[config.mk]
export PLATFORM = sky130hd
export DESIGN_NAME = pulse_rate_peak_detector_flat
export DESIGN_NICKNAME = d
export VERILOG_FILES = /design/src/rtl/prpd_pkg.sv /design/src/rtl/prpd_channels.sv /design/src/rtl/pulse_rate_peak_detector.sv /design/src/rtl/prpd_front.sv /design/src/rtl/prpd_queue.sv /design/src/rtl/prpd_back.sv /design/src/flat_wrapper.sv
export SDC_FILE = /design/constraint.sdc
export NUM_CORES = 1
export LEC_CHECK = 0
export BUFFER_PORTS_ARGS = -buffer_cell sky130_fd_sc_hd__buf_4
export CAP_MARGIN = 5
export CORE_ASPECT_RATIO = 1.1
export CORE_MARGIN = 3
export CORE_UTILIZATION = 50
export CTS_CLUSTER_DIAMETER = 60
export DETAILED_ROUTE_END_ITERATION = 10
export GPL_TIMING_DRIVEN = 0
export HOLD_SLACK_MARGIN = 0.12
export PLACE_DENSITY = 0.75
export SLEW_MARGIN = 20
export SYNTH_ARGS = -nofsm -noshare
export SYNTH_HDL_FRONTEND = slang
export SYNTH_HIERARCHICAL = 1
export SYNTH_SLANG_ARGS = --single-unit
export TNS_END_PERCENT = 10
[constraint.sdc]
create_clock -name clock -period 7.3 [get_ports clock]
set_input_delay 0.73 -clock clock [delete_from_list [all_inputs] [get_ports clock]]
set_output_delay 0.73 -clock clock [all_outputs]
set_load 0.03 [all_outputs]
[src/rtl/prpd_pkg.sv]
// ----------------------------------------------------------------------------
// prpd_pkg
// Shared constants, types and register codes of the pulse-rate peak detector.
// ----------------------------------------------------------------------------
`default_nettype none

package prpd_pkg;

   // Field widths
   localparam int SAMPLE_W = 12;
   localparam int BPM_W    = 16;
   localparam int CNT_W    = 16;
   localparam int NUM_W    = 16;
   localparam int HOLD_W   = 16;
   localparam int CSR_IDX_W  = 8;
   localparam int CSR_DATA_W = 16;

   // Moving-average filter
   localparam int FILTER_TAPS = 10;
   localparam int PTR_W   = (FILTER_TAPS > 1) ? $clog2(FILTER_TAPS) : 1;
   localparam int SUM_W   = $clog2(FILTER_TAPS * ((1 << SAMPLE_W) - 1) + 1);
   localparam int TAP_LOG = $clog2(FILTER_TAPS);
   // sum / FILTER_TAPS as sum * RECIP >> SHIFT, exact over the whole sum range
   localparam int SHIFT   = SUM_W + TAP_LOG;
   localparam int RECIP   = ((1 << SHIFT) + FILTER_TAPS - 1) / FILTER_TAPS;
   localparam int RECIP_W = SUM_W + 1;
   localparam int PROD_W  = SUM_W + RECIP_W;

   // Divider
   localparam int STEP_W = $clog2(BPM_W);

   // Result queue between front and back (depth a power of two)
   localparam int QUEUE_DEPTH = 2;
   localparam int QPTR_W  = $clog2(QUEUE_DEPTH);
   localparam int QCNT_W  = $clog2(QUEUE_DEPTH + 1);

   // Register codes
   localparam logic [CSR_IDX_W-1:0] CSR_RATE_NUMERATOR = CSR_IDX_W'(0);
   localparam logic [CSR_IDX_W-1:0] CSR_HOLD_COUNT     = CSR_IDX_W'(1);
   localparam logic [CSR_IDX_W-1:0] CSR_BASELINE_LEVEL = CSR_IDX_W'(2);

   // Register reset values
   localparam logic [NUM_W-1:0]    RATE_NUMERATOR_RST = NUM_W'(12000);
   localparam logic [HOLD_W-1:0]   HOLD_COUNT_RST     = HOLD_W'(40);
   localparam logic [SAMPLE_W-1:0] BASELINE_LEVEL_RST = SAMPLE_W'(2048);

   typedef struct packed {
      logic [NUM_W-1:0]    rate_numerator;
      logic [HOLD_W-1:0]   hold_count;
      logic [SAMPLE_W-1:0] baseline_level;
   } cfg_type;

   // One division job: numerator / peak position
   typedef struct packed {
      logic [NUM_W-1:0] numerator;
      logic [CNT_W-1:0] position;
   } job_type;

   typedef enum logic [2:0] {
      F_IDLE   = 3'b001,
      F_AVG    = 3'b010,
      F_DECIDE = 3'b100
   } front_state_type;

   typedef enum logic [2:0] {
      B_IDLE = 3'b001,
      B_DIV  = 3'b010,
      B_OUT  = 3'b100
   } back_state_type;

endpackage

`default_nettype wire

[src/rtl/prpd_channels.sv]
// ----------------------------------------------------------------------------
// prpd channels
// Valid/ready channel interfaces for samples, results and register writes.
// ----------------------------------------------------------------------------
`default_nettype none

interface prpd_req_if;
   logic                           valid;
   logic                           ready;
   logic [prpd_pkg::SAMPLE_W-1:0]  sample;
   modport source (output valid, output sample, input ready);
   modport sink   (input valid, input sample, output ready);
endinterface

interface prpd_rsp_if;
   logic                           valid;
   logic                           ready;
   logic [prpd_pkg::BPM_W-1:0]     beats_per_minute;
   modport source (output valid, output beats_per_minute, input ready);
   modport sink   (input valid, input beats_per_minute, output ready);
endinterface

interface prpd_csr_if;
   logic                             valid;
   logic                             ready;
   logic [prpd_pkg::CSR_IDX_W-1:0]   index;
   logic [prpd_pkg::CSR_DATA_W-1:0]  data;
   modport source (output valid, output index, output data, input ready);
   modport sink   (input valid, input index, input data, output ready);
endinterface

`default_nettype wire

[src/rtl/pulse_rate_peak_detector.sv]
// ----------------------------------------------------------------------------
// pulse_rate_peak_detector
// Moving-average pulse sensor peak detector giving beats per minute.
// ----------------------------------------------------------------------------
// Usage:
//  - req_bus carries one 12-bit sensor sample per transfer. The front end
//    takes a sample in F_IDLE, averages it in F_AVG and updates the peak
//    tracker in F_DECIDE; it takes no new sample until it is back in
//    F_IDLE, nor while the job queue is full.
//  - rsp_bus carries beats_per_minute, one transfer per confirmed peak.
//    The result leaves the output register after the sample that
//    confirmed it has passed F_AVG, F_DECIDE, the queue and the 16-step
//    restoring divider, which takes no new job until its result is taken.
//  - csr_bus writes rate_numerator (0), hold_count (1), baseline_level (2);
//    other indexes are ignored. It is always ready; write only when idle.
//  - Reset (synchronous) clears the filter ring, counters and peak state
//    and restores register defaults 12000, 40 and 2048.
//  - A stalled rsp_bus holds its result; a two-job queue absorbs further
//    confirmed peaks, and once it is full req_bus.ready drops.
// ----------------------------------------------------------------------------
`default_nettype none

module pulse_rate_peak_detector (
   input  logic       clock,
   input  logic       reset,
   prpd_req_if.sink   req_bus,
   prpd_rsp_if.source rsp_bus,
   prpd_csr_if.sink   csr_bus
);
   import prpd_pkg::*;

   // configuration registers
   cfg_type  cfg_ff;

   // front to queue
   logic     q_push;
   job_type  q_push_job;
   logic     q_full;

   // queue to back
   logic     q_valid;
   job_type  q_pop_job;
   logic     q_pop;

   assign csr_bus.ready = 1'b1;

   always_ff @(posedge clock) begin
      if (reset) begin
         cfg_ff.rate_numerator <= RATE_NUMERATOR_RST;
         cfg_ff.hold_count     <= HOLD_COUNT_RST;
         cfg_ff.baseline_level <= BASELINE_LEVEL_RST;
      end else if (csr_bus.valid) begin
         unique case (csr_bus.index)
            CSR_RATE_NUMERATOR: cfg_ff.rate_numerator <= NUM_W'(csr_bus.data);
            CSR_HOLD_COUNT:     cfg_ff.hold_count     <= HOLD_W'(csr_bus.data);
            CSR_BASELINE_LEVEL: cfg_ff.baseline_level <= csr_bus.data[SAMPLE_W-1:0];
            default: ; // unknown index: write dropped
         endcase
      end
   end

   // filter, counter and peak tracking
   prpd_front u_front (
      .clock  (clock),
      .reset  (reset),
      .cfg    (cfg_ff),
      .req    (req_bus),
      .q_push (q_push),
      .q_job  (q_push_job),
      .q_full (q_full)
   );

   // short job queue so the tracker keeps running while a result stalls
   prpd_queue u_queue (
      .clock     (clock),
      .reset     (reset),
      .push      (q_push),
      .push_job  (q_push_job),
      .full      (q_full),
      .pop_valid (q_valid),
      .pop_job   (q_pop_job),
      .pop       (q_pop)
   );

   // rate division and output register
   prpd_back u_back (
      .clock   (clock),
      .reset   (reset),
      .q_valid (q_valid),
      .q_job   (q_pop_job),
      .q_pop   (q_pop),
      .rsp     (rsp_bus)
   );

endmodule

`default_nettype wire

[src/rtl/prpd_front.sv]
// ----------------------------------------------------------------------------
// prpd_front
// Sample filter and peak tracker; issues a division job per confirmed peak.
// ----------------------------------------------------------------------------
`default_nettype none

module prpd_front (
   input  logic              clock,
   input  logic              reset,
   input  prpd_pkg::cfg_type cfg,
   prpd_req_if.sink          req,
   output logic              q_push,
   output prpd_pkg::job_type q_job,
   input  logic              q_full
);
   import prpd_pkg::*;

   front_state_type      state_ff, state_in;
   logic [SAMPLE_W-1:0]  ring_ff [FILTER_TAPS];
   logic [PTR_W-1:0]     ptr_ff, ptr_in;
   logic [SUM_W-1:0]     sum_ff, sum_in;
   logic [SAMPLE_W-1:0]  avg_ff, avg_in;
   logic [CNT_W-1:0]     counter_ff, counter_in;
   logic [SAMPLE_W-1:0]  peak_ff, peak_in;
   logic [CNT_W-1:0]     pos_ff, pos_in;
   logic [HOLD_W-1:0]    below_ff, below_in;
   logic                 confirmed_ff, confirmed_in;

   logic                 accept;
   logic [PROD_W-1:0]    product;
   logic [CNT_W-1:0]     cnt_inc;
   logic [HOLD_W-1:0]    below_inc;

   assign req.ready = (state_ff == F_IDLE) && !q_full;
   assign accept    = req.valid && req.ready;
   assign product   = PROD_W'(sum_ff) * PROD_W'(RECIP);
   assign cnt_inc   = counter_ff + CNT_W'(1);
   assign below_inc = (below_ff == '1) ? below_ff : below_ff + HOLD_W'(1);

   always_comb begin
      state_in     = state_ff;
      ptr_in       = ptr_ff;
      sum_in       = sum_ff;
      avg_in       = avg_ff;
      counter_in   = counter_ff;
      peak_in      = peak_ff;
      pos_in       = pos_ff;
      below_in     = below_ff;
      confirmed_in = confirmed_ff;
      q_push       = 1'b0;
      q_job        = '{numerator: cfg.rate_numerator, position: pos_ff};
      unique case (state_ff)
         F_IDLE: begin
            if (accept) begin
               // running sum: drop the oldest entry, add the new one
               sum_in = sum_ff - SUM_W'(ring_ff[ptr_ff]) + SUM_W'(req.sample);
               ptr_in = (ptr_ff == PTR_W'(FILTER_TAPS - 1)) ? '0 : ptr_ff + PTR_W'(1);
               state_in = F_AVG;
            end
         end
         F_AVG: begin
            avg_in   = product[SHIFT +: SAMPLE_W];
            state_in = F_DECIDE;
         end
         F_DECIDE: begin
            counter_in = cnt_inc;
            if (avg_ff > peak_ff) begin
               peak_in      = avg_ff;
               pos_in       = cnt_inc;
               confirmed_in = 1'b0;
               below_in     = '0;
            end else if (avg_ff < cfg.baseline_level) begin
               below_in = below_inc;
               if (!confirmed_ff && (below_inc >= cfg.hold_count)) begin
                  q_push       = 1'b1;
                  counter_in   = cnt_inc - pos_ff;
                  peak_in      = cfg.baseline_level;
                  confirmed_in = 1'b1;
                  below_in     = '0;
               end
            end
            state_in = F_IDLE;
         end
         default: state_in = F_IDLE;
      endcase
   end

   always_ff @(posedge clock) begin
      if (reset) begin
         state_ff     <= F_IDLE;
         ptr_ff       <= '0;
         sum_ff       <= '0;
         counter_ff   <= '0;
         peak_ff      <= '0;
         pos_ff       <= '0;
         below_ff     <= '0;
         confirmed_ff <= 1'b0;
         for (int i = 0; i < FILTER_TAPS; i++) begin
            ring_ff[i] <= '0;
         end
      end else begin
         state_ff     <= state_in;
         ptr_ff       <= ptr_in;
         sum_ff       <= sum_in;
         counter_ff   <= counter_in;
         peak_ff      <= peak_in;
         pos_ff       <= pos_in;
         below_ff     <= below_in;
         confirmed_ff <= confirmed_in;
         if (accept) begin
            ring_ff[ptr_ff] <= req.sample;
         end
      end
   end

   always_ff @(posedge clock) begin
      avg_ff <= avg_in;
   end

   a_push_has_room: assert property (@(posedge clock) disable iff (reset)
      q_push |-> (state_ff == F_DECIDE) && !q_full)
      else $error("job pushed outside decide step or into a full queue");

   a_accept_to_avg: assert property (@(posedge clock) disable iff (reset)
      accept |=> (state_ff == F_AVG))
      else $error("accepted sample not followed by averaging step");

   a_ptr_range: assert property (@(posedge clock) disable iff (reset)
      ptr_ff <= PTR_W'(FILTER_TAPS - 1))
      else $error("ring pointer out of range");

endmodule

`default_nettype wire

[src/rtl/prpd_queue.sv]
// ----------------------------------------------------------------------------
// prpd_queue
// Two-entry job queue decoupling the peak tracker from the divider.
// ----------------------------------------------------------------------------
`default_nettype none

module prpd_queue (
   input  logic              clock,
   input  logic              reset,
   input  logic              push,
   input  prpd_pkg::job_type push_job,
   output logic              full,
   output logic              pop_valid,
   output prpd_pkg::job_type pop_job,
   input  logic              pop
);
   import prpd_pkg::*;

   job_type            mem_ff [QUEUE_DEPTH];
   logic [QPTR_W-1:0]  wr_ff, rd_ff;
   logic [QCNT_W-1:0]  count_ff;

   assign full      = (count_ff == QCNT_W'(QUEUE_DEPTH));
   assign pop_valid = (count_ff != '0);
   assign pop_job   = mem_ff[rd_ff];

   always_ff @(posedge clock) begin
      if (reset) begin
         wr_ff    <= '0;
         rd_ff    <= '0;
         count_ff <= '0;
      end else begin
         if (push) begin
            wr_ff <= wr_ff + QPTR_W'(1);
         end
         if (pop) begin
            rd_ff <= rd_ff + QPTR_W'(1);
         end
         count_ff <= count_ff + QCNT_W'(push) - QCNT_W'(pop);
      end
   end

   always_ff @(posedge clock) begin
      if (push) begin
         mem_ff[wr_ff] <= push_job;
      end
   end

   a_no_overflow: assert property (@(posedge clock) disable iff (reset)
      push |-> !full || pop)
      else $error("push into full queue");

   a_no_underflow: assert property (@(posedge clock) disable iff (reset)
      pop |-> pop_valid)
      else $error("pop from empty queue");

   a_count_range: assert property (@(posedge clock) disable iff (reset)
      count_ff <= QCNT_W'(QUEUE_DEPTH))
      else $error("queue count beyond depth");

endmodule

`default_nettype wire

[src/rtl/prpd_back.sv]
// ----------------------------------------------------------------------------
// prpd_back
// Bit-serial restoring divider and result register.
// ----------------------------------------------------------------------------
`default_nettype none

module prpd_back (
   input  logic              clock,
   input  logic              reset,
   input  logic              q_valid,
   input  prpd_pkg::job_type q_job,
   output logic              q_pop,
   prpd_rsp_if.source        rsp
);
   import prpd_pkg::*;

   back_state_type      state_ff, state_in;
   logic [BPM_W-1:0]    quo_ff, quo_in;
   logic [CNT_W-1:0]    rem_ff, rem_in;
   logic [CNT_W-1:0]    div_ff, div_in;
   logic [STEP_W-1:0]   step_ff, step_in;

   logic [CNT_W:0]      rem_sh;
   logic [CNT_W+1:0]    diff;

   // zero divisor never goes negative, so the quotient comes out all ones
   assign rem_sh = {rem_ff, quo_ff[BPM_W-1]};
   assign diff   = {1'b0, rem_sh} - {2'b00, div_ff};

   assign rsp.valid            = (state_ff == B_OUT);
   assign rsp.beats_per_minute = quo_ff;

   always_comb begin
      state_in = state_ff;
      quo_in   = quo_ff;
      rem_in   = rem_ff;
      div_in   = div_ff;
      step_in  = step_ff;
      q_pop    = 1'b0;
      unique case (state_ff)
         B_IDLE: begin
            if (q_valid) begin
               q_pop    = 1'b1;
               quo_in   = BPM_W'(q_job.numerator);
               rem_in   = '0;
               div_in   = q_job.position;
               step_in  = '0;
               state_in = B_DIV;
            end
         end
         B_DIV: begin
            quo_in  = {quo_ff[BPM_W-2:0], ~diff[CNT_W+1]};
            rem_in  = diff[CNT_W+1] ? rem_sh[CNT_W-1:0] : diff[CNT_W-1:0];
            step_in = step_ff + STEP_W'(1);
            if (step_ff == STEP_W'(BPM_W - 1)) begin
               state_in = B_OUT;
            end
         end
         B_OUT: begin
            if (rsp.ready) begin
               state_in = B_IDLE;
            end
         end
         default: state_in = B_IDLE;
      endcase
   end

   always_ff @(posedge clock) begin
      if (reset) begin
         state_ff <= B_IDLE;
         step_ff  <= '0;
      end else begin
         state_ff <= state_in;
         step_ff  <= step_in;
      end
   end

   always_ff @(posedge clock) begin
      quo_ff <= quo_in;
      rem_ff <= rem_in;
      div_ff <= div_in;
   end

   a_pop_when_idle: assert property (@(posedge clock) disable iff (reset)
      q_pop |-> (state_ff == B_IDLE) && q_valid)
      else $error("job taken while divider busy");

   a_div_done: assert property (@(posedge clock) disable iff (reset)
      (state_ff == B_DIV) && (step_ff == STEP_W'(BPM_W - 1)) |=> rsp.valid)
      else $error("division finished without presenting result");

   a_rem_bound: assert property (@(posedge clock) disable iff (reset)
      (state_ff == B_DIV) && (div_ff != '0) |-> rem_ff < div_ff)
      else $error("partial remainder not below divisor");

endmodule

`default_nettype wire
[src/flat_wrapper.sv]
// flat-port wrapper written by rule: the top's interface ports become plain ports
module pulse_rate_peak_detector_flat import prpd_pkg::*;
  (clock, reset, req_bus_valid, req_bus_sample, req_bus_ready, rsp_bus_valid, rsp_bus_beats_per_minute, rsp_bus_ready, csr_bus_valid, csr_bus_index, csr_bus_data, csr_bus_ready);
  prpd_req_if req_bus_i ();
  prpd_rsp_if rsp_bus_i ();
  prpd_csr_if csr_bus_i ();
  input  logic clock;
  input  logic reset;
  input wire logic [$bits(req_bus_i.valid)-1:0] req_bus_valid;
  input wire logic [$bits(req_bus_i.sample)-1:0] req_bus_sample;
  output wire logic [$bits(req_bus_i.ready)-1:0] req_bus_ready;
  output wire logic [$bits(rsp_bus_i.valid)-1:0] rsp_bus_valid;
  output wire logic [$bits(rsp_bus_i.beats_per_minute)-1:0] rsp_bus_beats_per_minute;
  input wire logic [$bits(rsp_bus_i.ready)-1:0] rsp_bus_ready;
  input wire logic [$bits(csr_bus_i.valid)-1:0] csr_bus_valid;
  input wire logic [$bits(csr_bus_i.index)-1:0] csr_bus_index;
  input wire logic [$bits(csr_bus_i.data)-1:0] csr_bus_data;
  output wire logic [$bits(csr_bus_i.ready)-1:0] csr_bus_ready;
  assign req_bus_i.valid = req_bus_valid;
  assign req_bus_i.sample = req_bus_sample;
  assign req_bus_ready = req_bus_i.ready;
  assign rsp_bus_valid = rsp_bus_i.valid;
  assign rsp_bus_beats_per_minute = rsp_bus_i.beats_per_minute;
  assign rsp_bus_i.ready = rsp_bus_ready;
  assign csr_bus_i.valid = csr_bus_valid;
  assign csr_bus_i.index = csr_bus_index;
  assign csr_bus_i.data = csr_bus_data;
  assign csr_bus_ready = csr_bus_i.ready;
  pulse_rate_peak_detector u_core (.clock(clock), .reset(reset), .req_bus(req_bus_i), .rsp_bus(rsp_bus_i), .csr_bus(csr_bus_i));
endmodule
==> flow_summary.ini <==
[run_status]
outcome = finished clean

[global_route]
antenna_found_initial = 0
grt_pass1_vias = 19505
grt_pass1_wl_um = 100600
grtUsageTotal_pct = 21.72
overflow = 0
grt_max_degree = 34

[final_layout]
drive_gt1_share_pct = 12.14
final_cell_mix = 316 x inv_1, 316 x edfxtp_1, 229 x nor2_1, 216 x ha_1, 154 x nand2_1
area_growth_syn_to_layout_pct = 11.37
seq_area_sq_um = 12370
layout.cells.non_filler = 3340
nNetsFinal = 2921
final_util_pct = 56.52
fin_area_sq_um = 30460
multiInputGateArea_sq_um = 13240
fill_cells = 4447
n_antenna_cell = 0

[clocking]
clk_latency_ps = 600
post_cts_buffers = 0
htreeDepth = 2
numCtsBuffers = 50
hold_buffers = 0
clk_path_buf_depth = 3
cts_root_buf = clkbuf_16
clk_pin_slew_ps = 60
cts_tree = yes
cts.sinks = 460
post_cts_resized = 0

[routing]
dr_total_vias = 18807
drt-pass1-iter-count = 7
viasPerCell = 5.631
antenna_left = 0
wl_um = 62670
route.detailed.drc = 0
avgRoutedWirePerCell_um = 18.76
drt_iter0_markers = 1399

[placement]
place_area_sq_um = 28790
place_inst = 3247
place.gp.congestion = 0.9366
dp_hpwl_um = 48120
port_buffers = 58

[hold_path]
hold_path.startpoint = csr_bus_data[7]
hp-class = primary input to flop

[setup_path]
worstReg2RegStart = u_core/u_front/sum_ff[5]$_SDFFE_PP0P_
worstSetupPathType = flop to flop
startpoint_type = flop
cp_data_required_time_ps = 7630
startpoint = u_core/u_front/sum_ff[5]$_SDFFE_PP0P_
cp_max_fo = 8
arrival_ps = 6440
critPathCaptureType = flop

[pwr]
peakVddDrop_mv = 0.2511
power_leakage_nw = 12.54
power_density_nw_per_um2 = 359.7

[die]
start_util_pct = 50.75
core_area_sq_um = 53900
dieWidth_um = 229.0
die_h_um = 251.3
placement_rows = 89
io_pins = 60
dieArea_sq_um = 57560

[synth]
ys_seq_elements = 460
synth_area_sq_um = 27350
yosys_warnings = 6
avgSynthCellArea_sq_um = 11.14
async_flop_share_pct = 0
ys.flop_type = edfxtp_1
synth-edff-count = 316
synth_cell_types = 92
syn_nets = 2806
synth-seq-area-share_pct = 45.23
synthCells = 2456

[sta]
worstMarginPinSlew_ps = 1060
slew_viol_final = 0
fin_crit_ps = 6114
fin_setup_tns_ps = 0
fin_skew_ps = 24.85
setup_violations = 0
slew_headroom_pct = 29.31
hold_viol_final = 0
fin_crit_sh_pct = 83.76
rsz0062_at_grt = false
fmax_mhz = 163.6
holdWs_ps = 432.1

[flow_run]
max_cap_violations = 0
## final timing paths
kind | endpoint | slack, ps | cells after the start
min | u_core/cfg_ff[35]$_SDFFE_PP1P_ | 430 | 3
min reg2reg | u_core/u_queue/mem_ff[0][11]$_DFFE_PP_ | 460 | 0
max | u_core/u_front/avg_ff[6]$_DFFE_PP_ | 1190 | 20
max reg2reg | u_core/u_front/avg_ff[6]$_DFFE_PP_ | 1190 | 20
## registers in the layout, indices dropped and copies added (netlist names), 2 cells and up, named ones only
register and flops:
u_core/u_front/ring_ff 192, u_core/u_queue/mem_ff 64, u_core/cfg_ff 44, u_core/u_back/div_ff 16
u_core/u_back/rem_ff 16, u_core/u_back/rsp.beats_per_minute 16, u_core/u_front/below_ff 16, u_core/u_front/counter_ff 16
u_core/u_front/pos_ff 16, u_core/u_front/sum_ff 16, u_core/u_front/avg_ff 12, u_core/u_front/peak_ff 12
u_core/u_back/step_ff 4, u_core/u_front/ptr_ff 4, u_core/u_back/state_ff 3, u_core/u_front/state_ff 3
u_core/u_queue/count_ff 2
## cell usage after synthesis (5+ instances only)
master	count	area share, %
inv_1	317	4.3
edfxtp_1	316	35
nor2_1	235	3.2
ha_1	216	9.9
nand2_1	154	2.1
dfxtp_1	144	11
a21oi_1	139	2.5
fa_1	93	6.8
clkbuf_1	64	0.88
nand2b_1	62	1.4
mux4_2	60	4.9
mux2i_1	53	1.9
o21ai_0	52	0.95
xnor2_1	52	1.7
nand3_1	47	0.86
nor3_1	47	0.86
a21o_1	30	0.82
mux2_4	30	1.6
xor2_1	25	0.80
buf_4	23	0.63
and2_1	22	0.50
a311oi_1	20	0.64
nor2b_1	18	0.41
a31oi_1	16	0.37
and3_1	15	0.34
o21a_1	14	0.38
a22oi_1	13	0.36
nand4_1	13	0.30
buf_2	12	0.22
a211oi_1	11	0.30
or2_2	9	0.21
o22ai_1	8	0.18
or3_1	7	0.16
buf_1	6	0.082
o211ai_1	6	0.16
and4_1	5	0.16
nor3b_1	5	0.14
o21bai_1	5	0.14
o31ai_1	5	0.14
## cell type report
cell class	count	share of cell area, %
multi-input cells	1567	43.45
well taps	728	2.990
inverters	317	3.906
clock inverters	33	1.195
plain buffers	112	1.955
repair buffers	63	1.602
clock buffers	60	4.296
flip-flops and latches	460	40.61
## report_power, final
part           leakage, nW  internal [mW]  total [mW]  switching (mW)
clock network        0.803           1.45        2.53            1.08
logic                 7.53           2.14        5.23            3.09
registers             4.21           3.05        3.20           0.150
## cells by family (layout without fill, tap and decap cells)
group / count (synthesis) / in the layout / synth area share (%)
AND/OR/NAND/NOR: 664 / 664 / 11.57
buffers and inverters: 429 / 585 / 6.522
adder cells (fa/ha/maj): 309 / 309 / 16.69
flip-flops: 460 / 460 / 45.23
XOR/XNOR: 78 / 78 / 2.548
multiplexers: 146 / 146 / 8.649
other: 1 / 1 / 0.01371
AO/OA/AOI/OAI: 369 / 369 / 8.782
## per-stage QoR
step / power (mW) / setup WS (ps)
after floorplan: 7.095 / 1911
after global placement: 8.281 / 1118
after detailed placement: 8.487 / 1179
after CTS: 11.04 / 1184
after global routing: 11.86 / 812.4
final: 10.96 / 1186
## metal layers
metal  track usage, %  up-vias  share of wire (%)
met5                0        -                  0
li1                 -     8830                  -
met4            9.880        0                4.4
met3            3.139      167                5.9
met1            25.72     9105                 39
met2            39.20      705                 51
## critical path, cell delays in order, from the launching register on
cell and delay [ps]:
dfxtp_1 580, ha_1 420, xor2_1 190, ha_1 330, fa_1 490, inv_1 50, fa_1 470, inv_1 50
fa_1 530, inv_1 50, fa_1 530, inv_1 40, ha_1 330, and4_1 260, nand3_1 130, nor2_1 130
and3_1 260, o21ai_0 140, a21boi_0 320, nor2_1 110, o311ai_0 430
(Power assumes the default switching activity.)
